$ cat src/hdl/sbrt_pkg.sv
// Package for the split block reassembly tracker.
// Holds the item structs, result kind codes, decoder constants and the sequencer states.
// Depends on nothing.
package sbrt_pkg;

	localparam logic [31:0] SINGLE_LIMIT  = 32'd10000;
	localparam logic [13:0] TOTAL_SCALE   = 14'd1000;
	localparam logic [31:0] TIMEOUT_RESET = 32'd5000;
	localparam int          MAX_PARTS     = 9;
	localparam logic [3:0]  MAX_RESULTS   = 4'd9;

	localparam logic [1:0] KIND_PART = 2'd0;
	localparam logic [1:0] KIND_DROP = 2'd1;
	localparam logic [1:0] KIND_FULL = 2'd2;

	typedef struct packed {
		logic        opcode;
		logic [31:0] coded_id;
		logic [2:0]  priority_req;
		logic [15:0] buffer_handle;
		logic [15:0] block_length;
		logic [31:0] now_ms;
	} in_item_t;

	typedef struct packed {
		logic [1:0]  kind;
		logic [31:0] frame_id;
		logic [2:0]  frame_priority;
		logic [3:0]  part_index;
		logic [15:0] part_handle;
		logic [15:0] part_length;
		logic        last;
	} out_item_t;

	// Decoded split id, handed from the decoder to the sequencer.
	typedef struct packed {
		logic [18:0] base;
		logic [3:0]  total;
		logic [9:0]  index;
	} id_dec_t;

	// One row of the context memory.
	typedef struct packed {
		logic [18:0] base;
		logic [3:0]  total;
		logic [2:0]  prio;
		logic [31:0] start;
		logic [8:0]  rmap;
	} ctx_entry_t;

	typedef enum logic [3:0] {
		ST_IDLE,
		ST_SINGLE,
		ST_DIV,
		ST_LOOK_RD,
		ST_LOOK_CHK,
		ST_HIT,
		ST_NEW,
		ST_EMIT_RD,
		ST_EMIT_PUSH,
		ST_TICK_RD,
		ST_TICK_CHK,
		ST_TICK_FLUSH
	} state_t;

endpackage

$ cat src/hdl/split_block_reassembly_tracker_unit.sv
// Split block reassembly tracker. A block with an id below 10000 passes straight through.
// A split block passes through the id decoder pipeline, then is checked against one
// context at a time through the single read port of the context memory, is filed, and
// has its parts sent one by one when its frame completes. A tick walks the context
// memory one context at a time and ends with a step that sends the last drop report.
// Stalls on the result side can hold any of these steps. Contexts live in a memory with
// per-context valid flip-flops, so no clearing pass follows reset.
module split_block_reassembly_tracker_unit import sbrt_pkg::*; #(
	parameter int NUM_CONTEXTS = 8,
	parameter int HANDLE_BITS  = 16
) (
	input  logic        clk,
	input  logic        arst_n,
	input  logic        in_valid,
	output logic        in_ready,
	input  in_item_t    in_data,
	output logic        out_valid,
	input  logic        out_ready,
	output out_item_t   out_data,
	input  logic        cfg_we,
	input  logic [31:0] cfg_wdata
);

	localparam int CIW = (NUM_CONTEXTS > 1) ? $clog2(NUM_CONTEXTS) : 1;
	localparam int SW  = $clog2(NUM_CONTEXTS + 1) + 1;
	localparam int PD  = NUM_CONTEXTS * MAX_PARTS;
	localparam int PAW = (PD > 1) ? $clog2(PD) : 1;
	localparam int HW  = (HANDLE_BITS < 16) ? HANDLE_BITS : 16;

	state_t            state_q, state_d;
	in_item_t          in_q;
	logic [31:0]       timeout_q;
	logic [NUM_CONTEXTS-1:0] valid_q;
	logic [SW-1:0]     scan_q;
	logic [CIW-1:0]    slot_q;
	logic [3:0]        i_q;
	logic [3:0]        nres_q;
	logic [2:0]        eprio_q;
	logic [3:0]        etot_q;
	logic              pend_v_q;
	out_item_t         pend_q;
	logic              out_valid_q;
	out_item_t         out_q;
	id_dec_t           dec_q;

	// Memories.
	ctx_entry_t        ctx_mem [NUM_CONTEXTS];
	ctx_entry_t        ctx_rd_q;
	logic [HW+15:0]    part_mem [PD];
	logic [HW+15:0]    part_rd_q;

	logic              dec_start, dec_done;
	id_dec_t           dec_res;

	logic [CIW-1:0]    scan_idx;
	logic              scan_end;
	logic              free_any;
	logic [CIW-1:0]    free_idx;
	logic              out_free;
	logic [8:0]        idx_bit;
	logic [8:0]        hit_map, new_full;
	logic [15:0]       rmap_sh;
	logic              hit_ok, expired;

	logic              ctx_rd_en, ctx_we, part_rd_en, part_we;
	logic [CIW-1:0]    ctx_waddr;
	ctx_entry_t        ctx_wdata;
	logic [PAW-1:0]    part_addr;
	logic              push;
	out_item_t         push_data;

	sbrt_id_decode u_dec (
		.clk    (clk),
		.arst_n (arst_n),
		.start  (dec_start),
		.sid    (in_data.coded_id),
		.done   (dec_done),
		.res    (dec_res)
	);

	// Shared decode of the current scan position and table state.
	always_comb begin
		scan_idx = scan_q[CIW-1:0];
		scan_end = scan_q == SW'(NUM_CONTEXTS);
		out_free = !out_valid_q || out_ready;
		free_any = 1'b0;
		free_idx = '0;
		for (int c = NUM_CONTEXTS - 1; c >= 0; c--) begin
			if (!valid_q[c]) begin
				free_any = 1'b1;
				free_idx = CIW'(c);
			end
		end
		idx_bit  = 9'(16'(1) << dec_q.index[3:0]);
		rmap_sh  = 16'(ctx_rd_q.rmap) >> dec_q.index[3:0];
		hit_ok   = (dec_q.index < 10'(ctx_rd_q.total)) && !rmap_sh[0];
		hit_map  = ctx_rd_q.rmap | idx_bit;
		new_full = 9'((10'(1) << dec_q.total) - 10'(1));
		expired  = valid_q[scan_idx] && ((in_q.now_ms - ctx_rd_q.start) > timeout_q);
	end

	// Next state.
	always_comb begin
		state_d = state_q;
		unique case (state_q)
			ST_IDLE: begin
				if (in_valid) begin
					if (in_data.opcode) begin
						state_d = ST_TICK_RD;
					end else if (in_data.coded_id < SINGLE_LIMIT) begin
						state_d = ST_SINGLE;
					end else begin
						state_d = ST_DIV;
					end
				end
			end
			ST_SINGLE: if (out_free) state_d = ST_IDLE;
			ST_DIV: if (dec_done) state_d = ST_LOOK_RD;
			ST_LOOK_RD: state_d = scan_end ? ST_NEW : ST_LOOK_CHK;
			ST_LOOK_CHK: begin
				if (valid_q[scan_idx] && ctx_rd_q.base == dec_q.base) begin
					state_d = ST_HIT;
				end else begin
					state_d = ST_LOOK_RD;
				end
			end
			ST_HIT: begin
				if (hit_ok && hit_map == 9'((10'(1) << ctx_rd_q.total) - 10'(1))) begin
					state_d = ST_EMIT_RD;
				end else begin
					state_d = ST_IDLE;
				end
			end
			ST_NEW: begin
				if (dec_q.index >= 10'(dec_q.total)) begin
					state_d = ST_IDLE;
				end else if (!free_any) begin
					if (out_free) state_d = ST_IDLE;
				end else if (idx_bit == new_full) begin
					state_d = ST_EMIT_RD;
				end else begin
					state_d = ST_IDLE;
				end
			end
			ST_EMIT_RD: state_d = ST_EMIT_PUSH;
			ST_EMIT_PUSH: begin
				if (out_free) begin
					state_d = (i_q + 4'd1 == etot_q) ? ST_IDLE : ST_EMIT_RD;
				end
			end
			ST_TICK_RD: begin
				state_d = (scan_end || nres_q == MAX_RESULTS) ? ST_TICK_FLUSH : ST_TICK_CHK;
			end
			ST_TICK_CHK: begin
				if (!(expired && pend_v_q && !out_free)) state_d = ST_TICK_RD;
			end
			ST_TICK_FLUSH: begin
				if (!pend_v_q || out_free) state_d = ST_IDLE;
			end
			default: state_d = ST_IDLE;
		endcase
	end

	// Handshake, memory strobes and result pushes.
	always_comb begin
		in_ready   = state_q == ST_IDLE;
		dec_start  = 1'b0;
		ctx_rd_en  = 1'b0;
		ctx_we     = 1'b0;
		ctx_waddr  = slot_q;
		ctx_wdata  = ctx_rd_q;
		part_rd_en = 1'b0;
		part_we    = 1'b0;
		part_addr  = PAW'(slot_q) * PAW'(MAX_PARTS) + PAW'(i_q);
		push       = 1'b0;
		push_data  = pend_q;
		unique case (state_q)
			ST_IDLE: begin
				dec_start = in_valid && !in_data.opcode && in_data.coded_id >= SINGLE_LIMIT;
			end
			ST_SINGLE: begin
				push = out_free;
				push_data.kind           = KIND_PART;
				push_data.frame_id       = in_q.coded_id;
				push_data.frame_priority = in_q.priority_req;
				push_data.part_index     = 4'd0;
				push_data.part_handle    = 16'(in_q.buffer_handle[HW-1:0]);
				push_data.part_length    = in_q.block_length;
				push_data.last           = 1'b1;
			end
			ST_LOOK_RD, ST_TICK_RD: begin
				ctx_rd_en = !scan_end;
			end
			ST_HIT: begin
				ctx_we         = hit_ok;
				ctx_wdata.rmap = hit_map;
				part_we        = hit_ok;
				part_addr      = PAW'(slot_q) * PAW'(MAX_PARTS) + PAW'(dec_q.index[3:0]);
			end
			ST_NEW: begin
				if (dec_q.index < 10'(dec_q.total)) begin
					if (free_any) begin
						ctx_we          = 1'b1;
						ctx_waddr       = free_idx;
						ctx_wdata.base  = dec_q.base;
						ctx_wdata.total = dec_q.total;
						ctx_wdata.prio  = in_q.priority_req;
						ctx_wdata.start = in_q.now_ms;
						ctx_wdata.rmap  = idx_bit;
						part_we         = 1'b1;
						part_addr       = PAW'(free_idx) * PAW'(MAX_PARTS)
						                  + PAW'(dec_q.index[3:0]);
					end else begin
						push = out_free;
						push_data.kind           = KIND_FULL;
						push_data.frame_id       = 32'(dec_q.base);
						push_data.frame_priority = in_q.priority_req;
						push_data.part_index     = dec_q.index[3:0];
						push_data.part_handle    = 16'(in_q.buffer_handle[HW-1:0]);
						push_data.part_length    = in_q.block_length;
						push_data.last           = 1'b1;
					end
				end
			end
			ST_EMIT_RD: begin
				part_rd_en = 1'b1;
			end
			ST_EMIT_PUSH: begin
				push = out_free;
				push_data.kind           = KIND_PART;
				push_data.frame_id       = 32'(dec_q.base);
				push_data.frame_priority = eprio_q;
				push_data.part_index     = i_q;
				push_data.part_handle    = 16'(part_rd_q[HW+15:16]);
				push_data.part_length    = part_rd_q[15:0];
				push_data.last           = i_q + 4'd1 == etot_q;
			end
			ST_TICK_CHK: begin
				push = expired && pend_v_q && out_free;
			end
			ST_TICK_FLUSH: begin
				push = pend_v_q && out_free;
				push_data.last = 1'b1;
			end
			default: ;
		endcase
	end

	// Context memory: one write port, one registered read port.
	always_ff @(posedge clk) begin
		if (ctx_we) ctx_mem[ctx_waddr] <= ctx_wdata;
		if (ctx_rd_en) ctx_rd_q <= ctx_mem[scan_idx];
	end

	// Part descriptor memory: single port, read data registered.
	always_ff @(posedge clk) begin
		if (part_we) begin
			part_mem[part_addr] <= {in_q.buffer_handle[HW-1:0], in_q.block_length};
		end else if (part_rd_en) begin
			part_rd_q <= part_mem[part_addr];
		end
	end

	// Control registers.
	always_ff @(posedge clk or negedge arst_n) begin
		if (!arst_n) begin
			state_q     <= ST_IDLE;
			timeout_q   <= TIMEOUT_RESET;
			valid_q     <= '0;
			out_valid_q <= 1'b0;
			pend_v_q    <= 1'b0;
			scan_q      <= '0;
			nres_q      <= '0;
			i_q         <= '0;
		end else begin
			state_q <= state_d;
			if (cfg_we) timeout_q <= cfg_wdata;
			if (push) begin
				out_valid_q <= 1'b1;
			end else if (out_ready) begin
				out_valid_q <= 1'b0;
			end
			unique case (state_q)
				ST_IDLE: begin
					scan_q   <= '0;
					nres_q   <= '0;
					i_q      <= '0;
					pend_v_q <= 1'b0;
				end
				ST_LOOK_CHK: scan_q <= scan_q + SW'(1);
				ST_NEW: begin
					if (dec_q.index < 10'(dec_q.total) && free_any) valid_q[free_idx] <= 1'b1;
				end
				ST_EMIT_PUSH: begin
					if (out_free) begin
						i_q <= i_q + 4'd1;
						if (i_q + 4'd1 == etot_q) valid_q[slot_q] <= 1'b0;
					end
				end
				ST_TICK_CHK: begin
					if (!expired) begin
						scan_q <= scan_q + SW'(1);
					end else if (!pend_v_q || out_free) begin
						scan_q            <= scan_q + SW'(1);
						pend_v_q          <= 1'b1;
						nres_q            <= nres_q + 4'd1;
						valid_q[scan_idx] <= 1'b0;
					end
				end
				ST_TICK_FLUSH: if (out_free) pend_v_q <= 1'b0;
				default: ;
			endcase
		end
	end

	// Payload registers.
	always_ff @(posedge clk) begin
		if (in_valid && in_ready) in_q <= in_data;
		if (dec_done) dec_q <= dec_res;
		if (push) out_q <= push_data;
		if (state_q == ST_LOOK_CHK) slot_q <= scan_idx;
		if (state_q == ST_HIT) begin
			eprio_q <= ctx_rd_q.prio;
			etot_q  <= ctx_rd_q.total;
		end
		if (state_q == ST_NEW) begin
			slot_q  <= free_idx;
			eprio_q <= in_q.priority_req;
			etot_q  <= dec_q.total;
		end
		if (state_q == ST_TICK_CHK && expired && (!pend_v_q || out_free)) begin
			pend_q.kind           <= KIND_DROP;
			pend_q.frame_id       <= 32'(ctx_rd_q.base);
			pend_q.frame_priority <= ctx_rd_q.prio;
			pend_q.part_index     <= 4'd0;
			pend_q.part_handle    <= 16'd0;
			pend_q.part_length    <= 16'd0;
			pend_q.last           <= 1'b0;
		end
	end

	assign out_valid = out_valid_q;
	assign out_data  = out_q;

`ifndef ASSERT_OFF
	// A waiting result is never overwritten.
	a_no_overwrite: assert property (@(posedge clk) disable iff (!arst_n)
		push |-> (!out_valid_q || out_ready))
		else $error("result pushed over a waiting item");

	// Parts are only emitted from a live context.
	a_emit_live: assert property (@(posedge clk) disable iff (!arst_n)
		(state_q == ST_EMIT_PUSH) |-> valid_q[slot_q])
		else $error("emitting from a freed context");

	// The decoder only finishes while the sequencer waits for it.
	a_dec_wait: assert property (@(posedge clk) disable iff (!arst_n)
		dec_done |-> (state_q == ST_DIV))
		else $error("decoder finished outside its wait state");

	// The final part of a frame frees its context.
	a_free_after: assert property (@(posedge clk) disable iff (!arst_n)
		(state_q == ST_EMIT_PUSH && push && push_data.last) |=> !valid_q[$past(slot_q)])
		else $error("context not freed after its last part");
`endif

endmodule

$ cat src/hdl/sbrt_id_decode.sv
// Split stream id decoder: base, total and index from a coded 32-bit id.
// Division by 10000 through a reciprocal multiply, pipelined as product, quotient and remainder, then digits.
// Depends on sbrt_pkg.
module sbrt_id_decode import sbrt_pkg::*; (
	input  logic        clk,
	input  logic        arst_n,
	input  logic        start,
	input  logic [31:0] sid,
	output logic        done,
	output id_dec_t     res
);

	// Reciprocal of 10000 scaled by 2^45; the quotient is exact for every 32-bit id.
	localparam logic [31:0] RECIP_10K = 32'd3518437209;
	localparam int          RECIP_SH  = 45;

	logic        v_s1;
	logic        v_s2;
	logic        done_q;
	logic [63:0] prod_s1;
	logic [31:0] num_s1;
	logic [18:0] quo_s2;
	logic [13:0] rem_s2;
	id_dec_t     res_q;

	logic [18:0] quo;
	logic [31:0] rem_w;
	logic [3:0]  tot;
	logic [13:0] sub;

	// Quotient from the scaled product, remainder by one constant multiply and subtract.
	always_comb begin
		quo   = prod_s1[RECIP_SH +: 19];
		rem_w = num_s1 - 32'(quo) * SINGLE_LIMIT;
	end

	// The remainder is below 10000, so the total digit is a count of thresholds passed.
	always_comb begin
		tot = 4'd0;
		for (int k = 1; k <= 9; k++) begin
			if (rem_s2 >= 14'(k) * TOTAL_SCALE) begin
				tot = 4'(k);
			end
		end
		sub = rem_s2 - 14'(tot) * TOTAL_SCALE;
	end

	// Valid bits of the pipeline.
	always_ff @(posedge clk or negedge arst_n) begin
		if (!arst_n) begin
			v_s1   <= 1'b0;
			v_s2   <= 1'b0;
			done_q <= 1'b0;
		end else begin
			v_s1   <= start;
			v_s2   <= v_s1;
			done_q <= v_s2;
		end
	end

	// Data of the pipeline: a 32 by 32 product, then quotient and remainder, then digits.
	always_ff @(posedge clk) begin
		if (start) begin
			prod_s1 <= 64'(sid) * 64'(RECIP_10K);
			num_s1  <= sid;
		end
		if (v_s1) begin
			quo_s2 <= quo;
			rem_s2 <= rem_w[13:0];
		end
		if (v_s2) begin
			res_q.base  <= quo_s2;
			res_q.total <= tot;
			res_q.index <= 10'(sub);
		end
	end

	assign done = done_q;
	assign res  = res_q;

endmodule

$ cat config.mk
export PLATFORM = sky130hd
export DESIGN_NAME = split_block_reassembly_tracker_unit
export DESIGN_NICKNAME = d
export VERILOG_FILES = /design/src/hdl/sbrt_pkg.sv /design/src/hdl/split_block_reassembly_tracker_unit.sv /design/src/hdl/sbrt_id_decode.sv
export SDC_FILE = /design/constraint.sdc
export NUM_CORES = 2
export LEC_CHECK = 0
export BUFFER_PORTS_ARGS = -buffer_cell sky130_fd_sc_hd__buf_2
export CORE_MARGIN = 4
export CORE_UTILIZATION = 52
export CTS_CLUSTER_DIAMETER = 40
export DETAILED_ROUTE_END_ITERATION = 6
export GPL_ROUTABILITY_DRIVEN = 0
export PLACE_DENSITY = 0.73
export REMOVE_ABC_BUFFERS = 1
export SYNTH_ARGS = -nofsm -noshare
export SYNTH_HDL_FRONTEND = slang
export SYNTH_SLANG_ARGS = --single-unit
$ cat constraint.sdc
create_clock -name clk -period 19.75 [get_ports clk]
set_input_delay 2.9625 -clock clk [delete_from_list [all_inputs] [get_ports clk]]
set_output_delay 2.9625 -clock clk [all_outputs]
set_load 0.02 [all_outputs]
# Word-level counts from Yosys, hierarchy flattened
# Memory sizes are Yosys's and may differ from the RTL's. A register that Yosys moved wholly into a read port is not among the register bits.
# Index checks and enable logic that the tools add are counted.
dict set report totals {
  reg_bits 444
  mem_bits_rw 2840
  input_bits 137
  out_inout_bits 76
  wordCells 262
  mem_count 2
}
# memory words width read_ports rd_ports_with_merged_regs write_ports line
set mem_list {}
lappend mem_list {part_mem 72 32 1 1 1 split_block_reassembly_tracker_unit.sv:49} ;# logic [HW+15:0] part_mem [PD];
lappend mem_list {ctx_mem 8 67 1 1 1 split_block_reassembly_tracker_unit.sv:47} ;# ctx_entry_t ctx_mem [NUM_CONTEXTS];
dict set report classes {
  add_sub_neg 11
  mul 5
  magnitude_cmp 21
  n_eq_ne 28
  shifts 4
  muxes 101
  bitwise_logic 7
  reduce_logical 45
}
# op n
set ops {}
lappend ops {{$pmux 73 s3} 1}
lappend ops {{$mux 74} 2}
lappend ops {{$mux 67} 2}
lappend ops {{$mux 3} 23}
lappend ops {{$mul 32x32->64 const B} 1}
lappend ops {{$mux 4} 16}
lappend ops {{$mux 58} 1}
lappend ops {{$ge 14x13->1 const B} 4}
lappend ops {{$pmux 4 s12} 1}
lappend ops {{$mux 8} 5}
lappend ops {{$ge 32x14->1 const B} 1}
lappend ops {{$gt 32x32->1} 1}
lappend ops {{$lt 32x14->1 const B} 1}
lappend ops {{$sub 32x32->32} 1}
lappend ops {{$ge 14x12->1 const B} 2}
lappend ops {{$mux 1} 28}
lappend ops {{$shl 1x4->9 const A} 3}
lappend ops {{$pmux 8 s3} 1}
lappend ops {{$add 7x4->7} 3}
lappend ops {{$eq 4x4->1 const B} 5}
lappend ops {{$lt 10x4->1} 2}
lappend ops {{$eq 19x19->1} 1}
lappend ops {{$mul 19x10->10 const B} 1}
lappend ops {{$eq 9x9->1} 2}
lappend ops {{other kinds (51)} 114}

# Depth between registers and ports, before layout
dict set report depth {
  word_depth 15
  depth_mapped 26
  mapped_depth_nobuf 26
}

# Cells and area by module
# From an unflattened synthesis, not the netlist that was laid out.
dict set report hier_totals {
  hier_cells 9042
  hier_area_um2 143901.8
}
# mod instances cells_each area_each_um2 seq_area_each_um2
set by_module_without_submodules {}
lappend by_module_without_submodules {split_block_reassembly_tracker_unit 1 6960 121524.1 96884.2}
lappend by_module_without_submodules {sbrt_id_decode 1 2082 22377.7 3047.9}

# Least setup slack after synthesis
# OpenSTA, ideal clock, no wires.
dict set report synth_path {
  path_type {in2reg}
  from {input port in_data[89] (netlist bit)}
  to {register u_dec.v_s1}
  setup_time_ns 0.663
  arrival_ns 9.239
  required_ns 19.087
  path_slack_ns 9.848
  stages 6
  path_buffers 0
  cell_sequence {inv_1 > ha_1 > and3_1 > nand4_1 > or4_1 > a2111oi_0}
}
dict set report synth_between {
  elab_chain_len 3
}
# element line
set synth_lines {}
lappend synth_lines {{start, declared} split_block_reassembly_tracker_unit.sv:16} ;# input in_item_t in_data,
lappend synth_lines {{$ge 32x14->1} split_block_reassembly_tracker_unit.sv:179} ;# dec_start = in_valid && !in_data.opcode && in_data.coded_id >= SINGLE_LIMIT;
lappend synth_lines {{$logic_and 1x1->1} split_block_reassembly_tracker_unit.sv:179}
lappend synth_lines {{$mux 1} split_block_reassembly_tracker_unit.sv:177} ;# unique case (state_q)
lappend synth_lines {{via dec_start} split_block_reassembly_tracker_unit.sv:52} ;# logic dec_start, dec_done;
lappend synth_lines {{end signal, assigned} sbrt_id_decode.sv:55} ;# v_s1 <= start;
lappend synth_lines {{end, declared} sbrt_id_decode.sv:17} ;# logic v_s1;
# The timed path passes the listed nets, and every way through them passes these cells.
# A chain may end at the register's enable or synchronous reset.

# Worst setup path after layout
dict set report layout_path {
  from {input port in_data[72] (netlist bit)}
  to {register u_dec.prod_s1[62] (data pin)}
}
dict set report layout_between {
  elab_chain_len 1
}
# element line
set layout_lines {}
lappend layout_lines {{$mul 32x32->64} sbrt_id_decode.sv:64} ;# prod_s1 <= 64'(sid) * 64'(RECIP_10K);
lappend layout_lines {{end signal, assigned} sbrt_id_decode.sv:64}
lappend layout_lines {{end, declared} sbrt_id_decode.sv:20} ;# logic [63:0] prod_s1;
# Every way passes these cells.

==> summary.txt <==
Status
  – Outcome: complete, but fails checks
  – Violations in the final reports: design-rule violations

Yosys
  – Seq/Total Area, Yosys: 0.687
  – Synthesized instance count: 9418
  – Top FF cell, synth: sky130_fd_sc_hd__edfxtp_1
  – Fraction of synthesis flops using an asynchronous set or reset pin: 0.0186
  – Leading cell type by number of instances after synthesis: sky130_fd_sc_hd__edfxtp_1
  – Cell accounting for the most synthesized area: sky130_fd_sc_hd__edfxtp_1
  – Most frequent cells after synthesis: 3276 x sky130_fd_sc_hd__edfxtp_1, 731 x sky130_fd_sc_hd__a22oi_1, 723 x sky130_fd_sc_hd__nand2_1, 661 x sky130_fd_sc_hd__inv_1, 532 x sky130_fd_sc_hd__ha_1
  – EDFF count, synth: 3276
  – Number of storage elements in the synthesis netlist: 3338
  – Leading cell types by total area after synthesis: sky130_fd_sc_hd__edfxtp_1 68%, sky130_fd_sc_hd__fa_1 6.1%, sky130_fd_sc_hd__ha_1 4.6%, sky130_fd_sc_hd__a22oi_1 3.8%, sky130_fd_sc_hd__nand2_1 1.9%
  – Synth cell types: 97
  – Cell area after technology mapping: 0.145 sq mm
  – Synth top area share: 0.676
  – Mean area per synthesized cell: 15.4 sq um
  – Yosys warnings: 0

Clock network
  – Total of cells resized after clock tree synthesis: 0
  – Clock Sinks: 3338
  – Bufs on Longest Clock Path: 4
  – TritonCTS clock tree: built
  – Post-cts hold buffer count: 0
  – Clock Latency Late Sink: 0.96 ns
  – Number of clock buffers inserted by TritonCTS: 400
  – Deepest level of the CTS H-tree: 5
  – Setup bufs post-CTS: 0
  – Clock slew seen by the registers of the worst setup and hold paths: 0.06 ns
  – Buffer type at the clock tree root: sky130_fd_sc_hd__clkbuf_16

Min path
  – Cell depth of the worst min-delay path: 0
  – Worst min-delay path class: flop to flop
  – WHS Endpoint: u_dec.quo_s2[11]
  – Hold path startpoint: u_dec.prod_s1[56]

Setup path
  – Crit Reg-Reg Startpoint: valid_q[7]
  – Most common cell type on the critical path: sky130_fd_sc_hd__fa_1
  – Maximum fanout count along the critical path: 16
  – Reg-to-Reg End: part_rd_q[7]
  – Slowest library cell on the worst path: sky130_fd_sc_hd__fa_1
  – CP arrival: 10.45 ns
  – Element type at the critical path end: flop
  – Worst Setup Path Type: input pin to flop
  – Setup slack, reg-to-reg: 11.74 ns
  – Type of origin of the critical path: input pin
  – Worst path max stage delay: 0.59 ns
  – Required time at the endpoint of the critical path: 20.34 ns
  – Register-to-Register Path Depth: 21

Cells and area
  – Syn-to-layout area delta: 14.0%
  – Number of inserted filler cells in the final layout: 19900
  – Layout cell share with drive strength beyond 1: 0.132
  – Storage cell area: 0.0999 sq mm
  – Multi-input gate area in the final layout: 0.0418 sq mm
  – Total number of nets in the final design: 10900

Floorplanning
  – Standard cell core area: 0.277 sq mm
  – Die Ht: 537 um
  – Starting density of the core: 0.524
  – Number of rows created at floorplan: 193
  – IO Count: 213
  – Full die area: 0.288 sq mm
  – Die Width: 537 um

Run
  – Max-cap violations: 0

Power and ir drop
  – Worst VDD drop: 0.299 mV
  – Overall Power: 0.0325 W
  – Leakage power: 58.0 nW
  – Power Dens Cells: 196 mW/mm^2

Global route
  – Number of antenna violations at the first check in global routing: 25
  – Vias in the first global route: 91800
  – Congestion Overflow GR: 0
  – Total global routing track utilization: 0.304
  – Pin count of the biggest net entering global routing: 107
  – Wire length of the first global-routing pass: 637000 um

Timing
  – Slew Viols, Final: 0
  – Worst setup skew after layout: 0.102 ns
  – RSZ-0062 raised after global routing: false
  – Measured slew at the worst slew-check pin: 1.43 ns
  – Final worst path period need: 9.86 ns
  – Final number of hold-violating endpoints: 0
  – Count of endpoints failing setup in the final report: 0
  – Slew HR: 0.0403
  – Setup TNS Final: 0 ns
  – Share of the clock period used by the worst path after layout: 0.499
  – Maximum achievable frequency: 0.101 GHz

Placement
  – Number of buffers inserted by port buffering: 212
  – HPWL after detailed placement: 259000 um

Drt
  – Detail-routed via count per cell: 6.66
  – Number of routed nets with antenna violations: 0
  – Post-route DRC: 6
  – Final wirelength: 447000 um
  – Routed vias: 92300
  – Count of routing violations after the opening detailed-route iteration: 15600
  – Routed wirelength normalized by instance count: 32.3 um
  – Pre-Repair DR Iteration Count: 7
[placed cells by master (no fill, tap or decap), types with 136 or more instances in the layout]
cell,synthesis,final
sky130_fd_sc_hd__nand2_1,723,720
sky130_fd_sc_hd__nand4_1,136,136
sky130_fd_sc_hd__a22oi_1,731,731
sky130_fd_sc_hd__o21ai_0,222,221
sky130_fd_sc_hd__edfxtp_1,3276,3276
sky130_fd_sc_hd__buf_2,206,211
sky130_fd_sc_hd__a22o_1,159,159
sky130_fd_sc_hd__a221oi_1,165,165
sky130_fd_sc_hd__fa_1,441,441
sky130_fd_sc_hd__buf_4,15,243
sky130_fd_sc_hd__inv_1,661,661
sky130_fd_sc_hd__a21oi_1,392,392
sky130_fd_sc_hd__ha_1,532,532
sky130_fd_sc_hd__clkbuf_16,0,404
[metrics by stage]
step	area (sq um)	hold slack, ns	util	std cells	setup slack, ns
6_report	166000	0.396	0.597	13900	9.89
4_1_cts	166000	0.400	0.597	13900	10.01
5_1_grt	166000	0.409	0.597	13900	9.68
2_1_floorplan	143000	0.400	-	8947	1.71
3_5_place_dp	152000	0.405	0.548	13100	9.12
3_3_place_gp	152000	0.403	0.548	13100	9.20
[power breakdown]
part           internal [W]  switching (W)
combinational       0.00539         0.0103
clock               0.00445        0.00306
sequential          0.00899       0.000260
[worst max-delay path by stage]
stage | start | endpoint | cells past startpoint
floorplan | state_q[1] | part_mem[21][0] | 7
global placement | in_data[72] | u_dec.prod_s1[62] | 26
detailed placement | in_data[72] | u_dec.prod_s1[62] | 26
CTS | in_data[72] | u_dec.prod_s1[62] | 26
global route | in_data[72] | u_dec.prod_s1[62] | 26
finish | in_data[72] | u_dec.prod_s1[62] | 26
[sequential cells by signal (all words and copies together), names as in the netlist, 19 cells and up]
name / flops
part_mem: 2304
in_q: 99
part_rd_q: 32
u_dec.quo_s2: 19
u_dec.res: 33
ctx_mem: 536
u_dec.prod_s1: 19
pend_q: 22
timeout_q: 32
ctx_rd_q: 67
out_data: 74
dec_q: 33
[area by class of cell]
class,count,area share
Clock buffer,462,0.0624
Tap cell,3705,0.0280
Timing Repair Buffer,464,0.0186
Multi-Input combinational cell,4948,0.252
Inverter,661,0.0150
Sequential cell,3338,0.603
Clock inverter,284,0.0206
Antenna cell,7,0.000106
[critical path: cells and delay by family]
kind / cells / cell delay [ns]
AND/OR/NAND/NOR: 8 / 1.78
XOR/XNOR: 1 / 0.43
adder cells (fa/ha/maj): 9 / 3.92
buffers and inverters: 5 / 0.68
AO/OA/AOI/OAI: 3 / 0.66
[routing by layer]
metal,up-vias,wire length [um],track usage
met3,1503,68900,0.0981
met5,-,133,0.00148
met4,20,26600,0.152
met1,45600,155000,0.405
met2,7881,196000,0.452
li1,37400,-,-
[cells by family (layout without fill, tap and decap cells)]
kind of cell | after synthesis | count (layout) | synth area share
AOI/OAI and AO/OA | 2283 | 2283 | 0.113
adders and majority gates | 973 | 973 | 0.106
DFF | 3338 | 3338 | 0.687
and+or+nand+nor | 1438 | 1438 | 0.0454
buffers and inverters | 1132 | 1871 | 0.0315
other | 0 | 7 | 0
xor gates and xnor gates | 143 | 143 | 0.00861
muxes | 111 | 111 | 0.00846
No activity file was read; power rests on OpenSTA's default activity.
